## src/rtl/core/force_feedback_safety_gate_top_macros.svh

```systemverilog
// Assertion macros for the safety gate RTL, used by ffsg_back.
// FFSG_ASSERT checks a property on the rising edge of clk, off while rst is high.
// FFSG_ASSERT_IMP checks that ante implies cons in the same cycle.
`ifndef FORCE_FEEDBACK_SAFETY_GATE_TOP_MACROS_SVH
`define FORCE_FEEDBACK_SAFETY_GATE_TOP_MACROS_SVH
`ifndef SYNTHESIS
`define FFSG_ASSERT(lbl, prop, msg) \
  lbl: assert property (@(posedge clk) disable iff (rst) prop) else $error(msg);
`define FFSG_ASSERT_IMP(lbl, ante, cons, msg) \
  `FFSG_ASSERT(lbl, (ante) |-> (cons), msg)
`else
`define FFSG_ASSERT(lbl, prop, msg)
`define FFSG_ASSERT_IMP(lbl, ante, cons, msg)
`endif
`endif

```

## src/rtl/core/ffsg_pkg.sv

```systemverilog
`default_nettype none
package ffsg_pkg;

  localparam int TW = 40;
  localparam int QUEUE_DEPTH = 2;
  localparam int QUEUE_AW = $clog2(QUEUE_DEPTH);

  localparam int MAX_WATCHDOG_US_DEF = 100000;
  localparam int MAX_TORQUE_DEF = 32767;
  localparam int MIN_SLEW_DEF = 1;
  localparam int MAX_SLEW_DEF = 65535;

  localparam logic signed [15:0] ZERO_BAND = 16'sd3;

  localparam logic        PROFILE_ENABLED_RST = 1'b0;
  localparam logic [14:0] TORQUE_CEILING_RST = 15'd32767;
  localparam logic [14:0] MASTER_GAIN_RST = 15'd32767;
  localparam logic [15:0] SLEW_RATE_RST = 16'd1024;
  localparam logic [23:0] WATCHDOG_TIMEOUT_RST = 24'd100000;

  typedef enum logic [2:0] {
    K_UPDATE,
    K_TICK,
    K_ENABLE,
    K_DISABLE,
    K_ESTOP,
    K_BACKEND_FAIL,
    K_DEV_UNAVAIL,
    K_CLEAR_FAULT
  } kind_t;

  typedef enum logic [2:0] {
    M_DISABLED,
    M_ARMED,
    M_ACTIVE,
    M_STOPPING,
    M_FAULTED
  } mode_t;

  typedef enum logic [2:0] {
    REG_PROFILE_ENABLED,
    REG_TORQUE_CEILING,
    REG_MASTER_GAIN,
    REG_SLEW_RATE,
    REG_WATCHDOG_TIMEOUT
  } cfg_reg_t;

  typedef struct packed {
    kind_t                kind;
    logic signed [15:0]   req_constant_force;
    logic signed [15:0]   req_spring;
    logic signed [15:0]   req_damper;
    logic signed [15:0]   req_gain;
    logic [TW-1:0]        telemetry_time;
    logic [TW-1:0]        now_time;
  } in_t;

  typedef struct packed {
    logic                 apply_command;
    logic                 stop_device;
    logic signed [15:0]   out_constant_force;
    logic [14:0]          out_spring;
    logic [14:0]          out_damper;
    logic [14:0]          out_gain;
    mode_t                mode_now;
  } out_t;

  typedef struct packed {
    logic        profile_enabled;
    logic [14:0] torque_ceiling;
    logic [14:0] master_gain;
    logic [15:0] slew_rate;
    logic [23:0] watchdog_timeout;
  } cfg_t;

  typedef struct packed {
    kind_t            kind;
    logic             tele_fresh;
    logic             enable_ok;
    logic [TW-1:0]    now_time;
    logic [TW-1:0]    tele_time;
    logic [3:0][15:0] tgt;
  } cmd_t;

  function automatic logic [23:0] wd_limit(input logic [23:0] timeout, input logic [23:0] cap);
    return (timeout > cap) ? cap : timeout;
  endfunction

  function automatic logic all_zero(input logic [3:0][15:0] f);
    logic signed [15:0] c;
    logic signed [15:0] s;
    logic signed [15:0] d;
    c = $signed(f[0]);
    s = $signed(f[1]);
    d = $signed(f[2]);
    return (c >= -ZERO_BAND) && (c <= ZERO_BAND) && (s <= ZERO_BAND) && (d <= ZERO_BAND);
  endfunction

  function automatic logic [15:0] slew_one(input logic [15:0] cur, input logic [15:0] want,
                                           input logic [15:0] step);
    logic signed [17:0] c;
    logic signed [17:0] w;
    logic signed [17:0] d;
    logic [17:0]        mag;
    logic signed [17:0] r;
    c = $signed({{2{cur[15]}}, cur});
    w = $signed({{2{want[15]}}, want});
    d = w - c;
    mag = d[17] ? 18'(-d) : 18'(d);
    if (mag <= {2'b00, step}) begin
      r = w;
    end else if (d[17]) begin
      r = c - $signed({2'b00, step});
    end else begin
      r = c + $signed({2'b00, step});
    end
    return r[15:0];
  endfunction

endpackage
`default_nettype wire

```

## src/rtl/core/ffsg_front.sv

```systemverilog
`default_nettype none
module ffsg_front #(
  parameter int MAX_TORQUE = ffsg_pkg::MAX_TORQUE_DEF,
  parameter int MAX_WATCHDOG_US = ffsg_pkg::MAX_WATCHDOG_US_DEF
) (
  input  ffsg_pkg::cfg_t cfg,
  input  ffsg_pkg::in_t  req,
  output ffsg_pkg::cmd_t cmd
);

  localparam logic [14:0] TORQ_CAP = 15'(MAX_TORQUE);
  localparam logic [23:0] WD_CAP = 24'(MAX_WATCHDOG_US);

  logic [14:0]        ceil;
  logic signed [16:0] ceil_s;
  logic signed [16:0] mg_s;
  logic signed [16:0] cf_raw, sp_raw, dm_raw, gn_raw;
  logic signed [16:0] cf, sp, dm, gn;
  logic               kill;
  logic [23:0]        wd;
  logic [ffsg_pkg::TW-1:0] age;

  always_comb begin
    ceil = (cfg.torque_ceiling > TORQ_CAP) ? TORQ_CAP : cfg.torque_ceiling;
    ceil_s = $signed({2'b00, ceil});
    mg_s = $signed({2'b00, cfg.master_gain});

    cf_raw = $signed({req.req_constant_force[15], req.req_constant_force});
    sp_raw = $signed({req.req_spring[15], req.req_spring});
    dm_raw = $signed({req.req_damper[15], req.req_damper});
    gn_raw = $signed({req.req_gain[15], req.req_gain});

    if (cf_raw > ceil_s) begin
      cf = ceil_s;
    end else if (cf_raw < -ceil_s) begin
      cf = -ceil_s;
    end else begin
      cf = cf_raw;
    end

    if (sp_raw < 17'sd0) begin
      sp = 17'sd0;
    end else if (sp_raw > ceil_s) begin
      sp = ceil_s;
    end else begin
      sp = sp_raw;
    end

    if (dm_raw < 17'sd0) begin
      dm = 17'sd0;
    end else if (dm_raw > ceil_s) begin
      dm = ceil_s;
    end else begin
      dm = dm_raw;
    end

    if (gn_raw < 17'sd0) begin
      gn = 17'sd0;
    end else if (gn_raw > mg_s) begin
      gn = mg_s;
    end else begin
      gn = gn_raw;
    end

    kill = !cfg.profile_enabled || ($signed(gn[15:0]) <= ffsg_pkg::ZERO_BAND);

    wd = ffsg_pkg::wd_limit(cfg.watchdog_timeout, WD_CAP);
    age = req.now_time - req.telemetry_time;

    cmd.kind = req.kind;
    cmd.enable_ok = cfg.profile_enabled;
    cmd.now_time = req.now_time;
    cmd.tele_time = req.telemetry_time;
    cmd.tele_fresh = (req.now_time >= req.telemetry_time) &&
                     (age <= {{(ffsg_pkg::TW - 24){1'b0}}, wd});
    cmd.tgt[0] = kill ? 16'd0 : cf[15:0];
    cmd.tgt[1] = kill ? 16'd0 : sp[15:0];
    cmd.tgt[2] = kill ? 16'd0 : dm[15:0];
    cmd.tgt[3] = kill ? 16'd0 : gn[15:0];
  end

endmodule
`default_nettype wire

```

## src/rtl/core/ffsg_queue.sv

```systemverilog
`default_nettype none
module ffsg_queue (
  input  logic           clk,
  input  logic           rst,
  input  logic           push,
  input  ffsg_pkg::cmd_t wdata,
  output logic           full,
  input  logic           pop,
  output ffsg_pkg::cmd_t rdata,
  output logic           avail
);

  localparam int D = ffsg_pkg::QUEUE_DEPTH;
  localparam int AW = ffsg_pkg::QUEUE_AW;
  localparam int CW = $clog2(D + 1);

  ffsg_pkg::cmd_t slots [D];
  logic [AW-1:0]  wp, rp;
  logic [CW-1:0]  cnt;

  always_ff @(posedge clk) begin
    if (rst) begin
      wp <= '0;
      rp <= '0;
      cnt <= '0;
    end else begin
      if (push) begin
        wp <= (wp == AW'(D - 1)) ? '0 : wp + AW'(1);
      end
      if (pop) begin
        rp <= (rp == AW'(D - 1)) ? '0 : rp + AW'(1);
      end
      case ({push, pop})
        2'b10:   cnt <= cnt + CW'(1);
        2'b01:   cnt <= cnt - CW'(1);
        default: cnt <= cnt;
      endcase
    end
  end

  always_ff @(posedge clk) begin
    if (push) begin
      slots[wp] <= wdata;
    end
  end

  assign full = (cnt == CW'(D));
  assign avail = (cnt != '0);
  assign rdata = slots[rp];

endmodule
`default_nettype wire

```

## src/rtl/core/ffsg_back.sv

```systemverilog
`default_nettype none
`include "force_feedback_safety_gate_top_macros.svh"
module ffsg_back #(
  parameter int MAX_WATCHDOG_US = ffsg_pkg::MAX_WATCHDOG_US_DEF,
  parameter int MIN_SLEW = ffsg_pkg::MIN_SLEW_DEF,
  parameter int MAX_SLEW = ffsg_pkg::MAX_SLEW_DEF
) (
  input  logic           clk,
  input  logic           rst,
  input  ffsg_pkg::cfg_t cfg,
  input  logic           q_valid,
  input  ffsg_pkg::cmd_t q_data,
  output logic           pop,
  output logic           rsp_valid,
  input  logic           rsp_ready,
  output ffsg_pkg::out_t rsp
);

  localparam int TW = ffsg_pkg::TW;
  localparam logic [23:0] WD_CAP = 24'(MAX_WATCHDOG_US);
  localparam logic [15:0] SLEW_LO = 16'(MIN_SLEW);
  localparam logic [15:0] SLEW_HI = 16'(MAX_SLEW);

  ffsg_pkg::mode_t  mode, mode_next;
  ffsg_pkg::mode_t  idle_target, idle_target_next;
  logic             stop_pending, stop_pending_next;
  logic [3:0][15:0] applied, applied_next;
  logic             app_valid, app_valid_next;
  logic [TW-1:0]    app_stamp, app_stamp_next;
  logic             tele_valid, tele_valid_next;
  logic [TW-1:0]    tele_stamp, tele_stamp_next;
  logic             upd_valid, upd_valid_next;
  logic [TW-1:0]    upd_stamp, upd_stamp_next;

  logic [TW-1:0]    now;
  logic [15:0]      rate_lo, rate;
  logic [TW-1:0]    dt;
  logic [41:0]      prod;
  logic [15:0]      step;
  logic [23:0]      wd;
  logic             committed, tele_stale, upd_stale, cur_zero;
  logic             settle_go, tick_path, mark_active;
  logic [3:0][15:0] tgt, sf;
  logic             sf_zero;
  logic             apply_now, stop_now;
  logic [3:0][15:0] f;
  ffsg_pkg::out_t   rsp_next;

  assign pop = q_valid && (!rsp_valid || rsp_ready);
  assign now = q_data.now_time;

  always_comb begin
    rate_lo = (cfg.slew_rate < SLEW_LO) ? SLEW_LO : cfg.slew_rate;
    rate = (rate_lo > SLEW_HI) ? SLEW_HI : rate_lo;
    dt = (app_valid && now > app_stamp) ? now - app_stamp : '0;
    prod = {26'd0, rate} * {16'd0, dt[25:0]};
    if (dt[TW-1:26] != '0) begin
      step = (rate != 16'd0) ? 16'hFFFF : 16'd0;
    end else if (prod[41:26] != 16'd0) begin
      step = 16'hFFFF;
    end else begin
      step = prod[25:10];
    end

    wd = ffsg_pkg::wd_limit(cfg.watchdog_timeout, WD_CAP);
    committed = mode inside {ffsg_pkg::M_DISABLED, ffsg_pkg::M_FAULTED, ffsg_pkg::M_STOPPING};
    tele_stale = !tele_valid || (now < tele_stamp) ||
                 ((now - tele_stamp) > {{(TW - 24){1'b0}}, wd});
    upd_stale = (q_data.kind != ffsg_pkg::K_UPDATE) &&
                (!upd_valid || (now < upd_stamp) ||
                 ((now - upd_stamp) > {{(TW - 24){1'b0}}, wd}));
    cur_zero = ffsg_pkg::all_zero(applied);

    mode_next = mode;
    idle_target_next = idle_target;
    stop_pending_next = stop_pending;
    applied_next = applied;
    app_valid_next = app_valid;
    app_stamp_next = app_stamp;
    tele_valid_next = tele_valid;
    tele_stamp_next = tele_stamp;
    upd_valid_next = upd_valid;
    upd_stamp_next = upd_stamp;
    settle_go = 1'b0;
    tick_path = 1'b0;
    mark_active = 1'b0;
    tgt = '0;
    apply_now = 1'b0;
    stop_now = 1'b0;
    f = '0;

    case (q_data.kind)
      ffsg_pkg::K_UPDATE: begin
        upd_valid_next = 1'b1;
        upd_stamp_next = now;
        if (committed) begin
          settle_go = 1'b1;
        end else if (!q_data.tele_fresh) begin
          tick_path = 1'b1;
        end else begin
          tele_valid_next = 1'b1;
          tele_stamp_next = q_data.tele_time;
          tgt = q_data.tgt;
          settle_go = 1'b1;
          mark_active = 1'b1;
        end
      end
      ffsg_pkg::K_TICK: begin
        tick_path = 1'b1;
      end
      ffsg_pkg::K_ENABLE: begin
        if (mode == ffsg_pkg::M_DISABLED && q_data.enable_ok) begin
          mode_next = ffsg_pkg::M_ARMED;
          idle_target_next = ffsg_pkg::M_ARMED;
        end
      end
      ffsg_pkg::K_DISABLE: begin
        if (mode != ffsg_pkg::M_DISABLED && mode != ffsg_pkg::M_FAULTED) begin
          stop_pending_next = 1'b1;
          idle_target_next = ffsg_pkg::M_DISABLED;
          mode_next = ffsg_pkg::M_STOPPING;
        end
      end
      ffsg_pkg::K_ESTOP: begin
        applied_next = '0;
        app_valid_next = 1'b0;
        app_stamp_next = '0;
        stop_pending_next = 1'b1;
        idle_target_next = ffsg_pkg::M_DISABLED;
        mode_next = ffsg_pkg::M_DISABLED;
      end
      ffsg_pkg::K_BACKEND_FAIL: begin
        applied_next = '0;
        app_valid_next = 1'b0;
        app_stamp_next = '0;
        stop_pending_next = 1'b1;
        idle_target_next = ffsg_pkg::M_FAULTED;
        mode_next = ffsg_pkg::M_FAULTED;
      end
      ffsg_pkg::K_DEV_UNAVAIL: begin
        if (mode != ffsg_pkg::M_DISABLED && mode != ffsg_pkg::M_FAULTED) begin
          applied_next = '0;
          app_valid_next = 1'b0;
          app_stamp_next = '0;
          stop_pending_next = 1'b1;
          idle_target_next = ffsg_pkg::M_ARMED;
          mode_next = ffsg_pkg::M_STOPPING;
        end
      end
      ffsg_pkg::K_CLEAR_FAULT: begin
        if (mode == ffsg_pkg::M_FAULTED) begin
          stop_pending_next = 1'b0;
          idle_target_next = ffsg_pkg::M_DISABLED;
          mode_next = ffsg_pkg::M_DISABLED;
        end
      end
      default: begin
      end
    endcase

    if (tick_path) begin
      if (committed) begin
        settle_go = 1'b1;
      end else if ((tele_stale || upd_stale) && !cur_zero) begin
        stop_pending_next = 1'b1;
        idle_target_next = ffsg_pkg::M_ARMED;
        mode_next = ffsg_pkg::M_STOPPING;
        settle_go = 1'b1;
      end
    end

    for (int i = 0; i < 4; i++) begin
      sf[i] = ffsg_pkg::slew_one(applied[i], tgt[i], step);
    end
    sf_zero = ffsg_pkg::all_zero(sf);

    if (settle_go) begin
      applied_next = sf;
      app_valid_next = 1'b1;
      app_stamp_next = now;
      if (!sf_zero) begin
        apply_now = 1'b1;
        f = sf;
        if (mark_active) begin
          mode_next = ffsg_pkg::M_ACTIVE;
        end
      end else if (stop_pending_next) begin
        apply_now = 1'b1;
        stop_now = 1'b1;
        f = sf;
        stop_pending_next = 1'b0;
        mode_next = idle_target_next;
      end
    end

    rsp_next.apply_command = apply_now;
    rsp_next.stop_device = stop_now;
    rsp_next.out_constant_force = $signed(f[0]);
    rsp_next.out_spring = f[1][14:0];
    rsp_next.out_damper = f[2][14:0];
    rsp_next.out_gain = f[3][14:0];
    rsp_next.mode_now = mode_next;
  end

  always_ff @(posedge clk) begin
    if (rst) begin
      mode <= ffsg_pkg::M_DISABLED;
      idle_target <= ffsg_pkg::M_DISABLED;
      stop_pending <= 1'b0;
      applied <= '0;
      app_valid <= 1'b0;
      tele_valid <= 1'b0;
      upd_valid <= 1'b0;
      rsp_valid <= 1'b0;
    end else begin
      if (pop) begin
        mode <= mode_next;
        idle_target <= idle_target_next;
        stop_pending <= stop_pending_next;
        applied <= applied_next;
        app_valid <= app_valid_next;
        tele_valid <= tele_valid_next;
        upd_valid <= upd_valid_next;
        rsp_valid <= 1'b1;
      end else if (rsp_ready) begin
        rsp_valid <= 1'b0;
      end
    end
  end

  always_ff @(posedge clk) begin
    if (pop) begin
      app_stamp <= app_stamp_next;
      tele_stamp <= tele_stamp_next;
      upd_stamp <= upd_stamp_next;
      rsp <= rsp_next;
    end
  end

  `FFSG_ASSERT_IMP(a_stop_leaves_stopping, rsp_valid && rsp.stop_device, rsp.mode_now != ffsg_pkg::M_STOPPING, "stop edge left mode in stopping")
  `FFSG_ASSERT(a_stop_clears_pending, pop && stop_now |=> !stop_pending, "stop edge kept stop pending")
  `FFSG_ASSERT_IMP(a_invalid_stamp_zero, !app_valid, applied == '0, "forces held without a stamp")
  `FFSG_ASSERT_IMP(a_idle_fields_zero, rsp_valid && !rsp.apply_command, rsp.out_constant_force == 16'sd0 && rsp.out_spring == 15'd0 && rsp.out_damper == 15'd0 && rsp.out_gain == 15'd0, "force fields set without a command")

endmodule
`default_nettype wire

```

## src/rtl/core/force_feedback_safety_gate_top.sv

```systemverilog
// Channel   Handshake              Payload           Width
// req       req_valid/req_ready    ffsg_pkg::in_t    event and requested forces
// rsp       rsp_valid/rsp_ready    ffsg_pkg::out_t   command, stop edge, mode
// cfg       cfg_we                 cfg_index/data    register write, no read-back
//
// One event per cycle while rsp_ready is high; results pass a queue slot, then the rsp register.
// The rate is set by the back end's state loop (slew step, force slew, mode), all combinational.
// Synchronous reset clears mode, stop state, forces and stamp valid bits at once.
// A two-entry queue sits between classification and the state loop; req_ready drops when it fills.
// A stalled rsp holds its register while the queue takes events until it fills.
`default_nettype none
module force_feedback_safety_gate_top #(
  parameter int MAX_WATCHDOG_US = ffsg_pkg::MAX_WATCHDOG_US_DEF,
  parameter int MAX_TORQUE = ffsg_pkg::MAX_TORQUE_DEF,
  parameter int MIN_SLEW = ffsg_pkg::MIN_SLEW_DEF,
  parameter int MAX_SLEW = ffsg_pkg::MAX_SLEW_DEF
) (
  input  logic           clk,
  input  logic           rst,
  input  logic           req_valid,
  output logic           req_ready,
  input  ffsg_pkg::in_t  req,
  output logic           rsp_valid,
  input  logic           rsp_ready,
  output ffsg_pkg::out_t rsp,
  input  logic           cfg_we,
  input  logic [2:0]     cfg_index,
  input  logic [23:0]    cfg_data
);

  ffsg_pkg::cfg_t cfg;
  ffsg_pkg::cmd_t front_cmd;
  ffsg_pkg::cmd_t q_data;
  logic           q_full, q_avail, q_pop, q_push;

  always_ff @(posedge clk) begin
    if (rst) begin
      cfg.profile_enabled <= ffsg_pkg::PROFILE_ENABLED_RST;
      cfg.torque_ceiling <= ffsg_pkg::TORQUE_CEILING_RST;
      cfg.master_gain <= ffsg_pkg::MASTER_GAIN_RST;
      cfg.slew_rate <= ffsg_pkg::SLEW_RATE_RST;
      cfg.watchdog_timeout <= ffsg_pkg::WATCHDOG_TIMEOUT_RST;
    end else if (cfg_we) begin
      case (cfg_index)
        ffsg_pkg::REG_PROFILE_ENABLED:  cfg.profile_enabled <= cfg_data[0];
        ffsg_pkg::REG_TORQUE_CEILING:   cfg.torque_ceiling <= cfg_data[14:0];
        ffsg_pkg::REG_MASTER_GAIN:      cfg.master_gain <= cfg_data[14:0];
        ffsg_pkg::REG_SLEW_RATE:        cfg.slew_rate <= cfg_data[15:0];
        ffsg_pkg::REG_WATCHDOG_TIMEOUT: cfg.watchdog_timeout <= cfg_data;
        default: begin
        end
      endcase
    end
  end

  assign req_ready = !q_full;
  assign q_push = req_valid && req_ready;

  ffsg_front #(
    .MAX_TORQUE      (MAX_TORQUE),
    .MAX_WATCHDOG_US (MAX_WATCHDOG_US)
  ) u_front (
    .cfg (cfg),
    .req (req),
    .cmd (front_cmd)
  );

  ffsg_queue u_queue (
    .clk   (clk),
    .rst   (rst),
    .push  (q_push),
    .wdata (front_cmd),
    .full  (q_full),
    .pop   (q_pop),
    .rdata (q_data),
    .avail (q_avail)
  );

  ffsg_back #(
    .MAX_WATCHDOG_US (MAX_WATCHDOG_US),
    .MIN_SLEW        (MIN_SLEW),
    .MAX_SLEW        (MAX_SLEW)
  ) u_back (
    .clk       (clk),
    .rst       (rst),
    .cfg       (cfg),
    .q_valid   (q_avail),
    .q_data    (q_data),
    .pop       (q_pop),
    .rsp_valid (rsp_valid),
    .rsp_ready (rsp_ready),
    .rsp       (rsp)
  );

endmodule
`default_nettype wire
```

## config.mk

```make
export PLATFORM = sky130hd
export DESIGN_NAME = force_feedback_safety_gate_top
export DESIGN_NICKNAME = d
export VERILOG_FILES = /design/src/rtl/core/ffsg_pkg.sv /design/src/rtl/core/ffsg_front.sv /design/src/rtl/core/ffsg_queue.sv /design/src/rtl/core/ffsg_back.sv /design/src/rtl/core/force_feedback_safety_gate_top.sv
export VERILOG_INCLUDE_DIRS = /design/src /design/src/rtl/core
export SDC_FILE = /design/constraint.sdc
export NUM_CORES = 2
export LEC_CHECK = 0
export ABC_AREA = 1
export BUFFER_PORTS_ARGS = -buffer_cell sky130_fd_sc_hd__buf_2
export CAP_MARGIN = 20
export CORE_ASPECT_RATIO = 0.6
export CORE_MARGIN = 2
export CORE_UTILIZATION = 45
export CTS_BUF_LIST = sky130_fd_sc_hd__clkbuf_16
export DETAILED_ROUTE_END_ITERATION = 6
export PLACE_DENSITY = 0.65
export SLEW_MARGIN = 20
export SYNTH_ARGS = -nofsm -noshare
export SYNTH_HDL_FRONTEND = slang
export SYNTH_SLANG_ARGS = --single-unit
```

## constraint.sdc

```tcl
create_clock -name clk -period 14.3 [get_ports clk]
set_input_delay 1.43 -clock clk [delete_from_list [all_inputs] [get_ports clk]]
set_output_delay 1.43 -clock clk [all_outputs]
set_load 0.05 [all_outputs]
```

==> impl_metrics.env <==
export IMPL_endpoint_kind="register"
export IMPL_period_needed_ps=13750
export IMPL_initial_core_util=0.454
export IMPL_crit_arrival_ps=14120
export IMPL_min_to="u_queue.rp$_SDFFE_PP0P_"
export IMPL_slew_headroom=0.249
export IMPL_port_buffers=246
export IMPL_syn2layout_area_growth_pct=15.5
export IMPL_setup_viol=0
export IMPL_dieArea_um2=136000
export IMPL_avgSynthCellArea_um2=7.99
export IMPL_clockRootBuffer="clkbuf_16"
export IMPL_fmax_ghz=0.0727
export IMPL_die_w_um=475
export IMPL_die_h_um=287
export IMPL_final_util=0.524
export IMPL_wirelength_mm=211
export IMPL_worstPathMaxFanout=23
export IMPL_grt_max_degree=120
export IMPL_firstDrtPassIters=6
export IMPL_max_cap_viol_count=0
export IMPL_startpoint_type="register"
export IMPL_hold_buffers=0
export IMPL_layout_commonest_cell="nand2_1"
export IMPL_ios=247
export IMPL_fin_crit_sh=0.961
export IMPL_clk_pin_slew_ps=60
export IMPL_multi_input_area_um2=37500
export IMPL_max_clock_path_buffers=3
export IMPL_antenna_found_initial=11
export IMPL_viasPerCell=5.45
export IMPL_hpwl_mm=173
export IMPL_grt_overflow=0
export IMPL_worst_r2r_cell_count=78
export IMPL_drt_iter0_markers=5842
export IMPL_rows=103
export IMPL_regArea_um2=17400
export IMPL_synth_seq_cells=629
export IMPL_finalHoldViolCount=0
export IMPL_required_ps=14680
export IMPL_yosysSeqAreaShare=0.290
export IMPL_r2r_end="u_back.rsp[35]$_SDFFCE_PP0P_"
export IMPL_reg2reg_slack_ps=550
export IMPL_fin_setup_tns_ps=0
export IMPL_cp_slowest_stage_delay_ps=550
export IMPL_hold_class="register to register"
export IMPL_vias=54100
export IMPL_drv_slew=0
export IMPL_final_antenna_net_count=0
export IMPL_cts_htree_levels=3
export IMPL_nFillCells=12500
export IMPL_remaining_drc_errors=0
export IMPL_synth_cell_types=69
export IMPL_ys_async_sr_fraction=0
export IMPL_cp_slowest_cell="fa_1"
export IMPL_outcome="finished, final reports clean"
export IMPL_synth_edf_count=478
export IMPL_gp_congestion=1.03
export IMPL_yosysWarnings=0
export IMPL_synthCells=7492
export IMPL_worstSkewPairLatency_ps=680
export IMPL_critPathKind="register to register"
export IMPL_synthFlopType="edfxtp_1"
export IMPL_nets=9202
export IMPL_grt_usage=0.307
export IMPL_drt_wirelength_per_cell_um=21.3
export IMPL_whs_path_depth=1
export IMPL_worst_clock_skew_ps=45.5
export IMPL_numCtsBuffers=70
export IMPL_worstMarginPinSlew_ps=1130
export IMPL_mostFrequentLayoutCells="nand2_1, inv_1, nor2_1"
export IMPL_hold_path_startpoint="u_queue.rp$_SDFFE_PP0P_"
export IMPL_first_global_vias=50900
export IMPL_fp_coreArea_um2=132000
export IMPL_synth_area_um2=59900
export IMPL_cts_tree="built"
export IMPL_grt_pass1_wl_mm=315
export IMPL_drive_above_1_share=0.137
export IMPL_cts_sinks=629
export IMPL_whs_ps=466
export IMPL_cp_common_cell="inv_1"
worst max-delay path, delay by kind of cell, from the launching register on:
kind | cells | cell delay, ps
xor gates and xnor gates | 3 | 470
and+or+nand+nor | 33 | 4140
buffers and inverters | 19 | 2130
adders and majority gates | 11 | 4470
DFF | 1 | 410
AOI/OAI and AO/OA | 12 | 1800
flip-flops by register name, summed over array words and instances, names as in the netlist, named ones only:
name / count
u_back.tele_valid: 1
u_back.rsp_valid: 1
u_back.applied: 64
cfg: 71
u_back.idle_target: 3
u_back.app_stamp: 40
u_queue.rp: 1
u_back.tele_stamp: 40
u_back.mode: 3
u_back.upd_valid: 1
u_back.stop_pending: 1
u_back.rsp: 66
u_queue.slots: 292
u_back.app_valid: 1
u_queue.cnt: 2
u_queue.wp: 1
u_back.upd_stamp: 40
cell type report:
type,count,area share
clock buffer,72,0.0261
antenna,3,0.000109
clock inverter,56,0.00918
sequential,629,0.251
multi-input combinational,5397,0.542
inverter,1295,0.0706
timing repair buffer,673,0.0681
tap,1785,0.0323
synthesized netlist by cell type, types with 60 or more instances:
cell,instances,share of area
nand2_1,1586,0.099
inv_1,1269,0.080
nor2_1,662,0.042
ha_1,612,0.13
a21oi_1,573,0.048
edfxtp_1,478,0.24
o21ai_0,408,0.034
fa_1,345,0.12
xor2_1,232,0.034
nand3_1,206,0.017
clkbuf_1,151,0.0095
dfxtp_1,151,0.050
xnor2_1,90,0.013
or2_2,65,0.0068
nor3_1,61,0.0051
nand4_1,60,0.0063
metal layers:
| layer | global-route usage | vias up | routed length [µm] |
|---|---|---|---|
| met5 | 0 | - | 57 |
| met4 | 0.0514 | 8 | 3610 |
| met3 | 0.136 | 248 | 32600 |
| met2 | 0.386 | 2719 | 75600 |
| met1 | 0.475 | 25600 | 99500 |
| li1 | - | 25500 | - |
what timing repair did:
action / CTS / global route
cloned: 0 / 1
setup endpoints to repair: 70 / 83
pin swaps: 1 / 25
gates resized for setup: 23 / 162
setup buffers: 0 / 30
cell families (layout without fill, tap and decap cells):
| logic type | Yosys count | after routing | synth area share |
|---|---|---|---|
| other | 1 | 24 | 0.0000626 |
| xor gates and xnor gates | 322 | 322 | 0.0471 |
| AOI/OAI and AO/OA | 1245 | 1245 | 0.116 |
| muxes | 29 | 29 | 0.00485 |
| and+or+nand+nor | 2823 | 2823 | 0.203 |
| adders and majority gates | 957 | 957 | 0.243 |
| DFF | 629 | 629 | 0.290 |
| buffers and inverters | 1486 | 2096 | 0.0957 |
worst max-delay path by stage:
stage / start / end / slack (ps)
after floorplan: register / u_back.rsp[56]$_SDFFCE_PP0P_ / 570
after global placement: register / u_back.rsp[35]$_SDFFCE_PP0P_ / -210
after detailed placement: register / u_back.rsp[35]$_SDFFCE_PP0P_ / -450
after CTS: register / u_back.rsp[35]$_SDFFCE_PP0P_ / 9
after global routing: register / u_back.rsp[35]$_SDFFCE_PP0P_ / -20
final: register / u_back.rsp[35]$_SDFFCE_PP0P_ / 550
per-stage QoR:
stage | area [µm²] | setup WS, ps | instances
finish | 69100 | 554 | 9910
global placement | 65800 | -213 | 9748
detailed placement | 65800 | -449 | 9748
CTS | 68300 | 9.09 | 9876
global route | 69100 | -23.8 | 9907
floorplan | 60000 | 571 | 7512
Power is left out: the tool's default activity adds up to more than one toggle a clock period on the data nets, which glitch-free logic cannot reach.
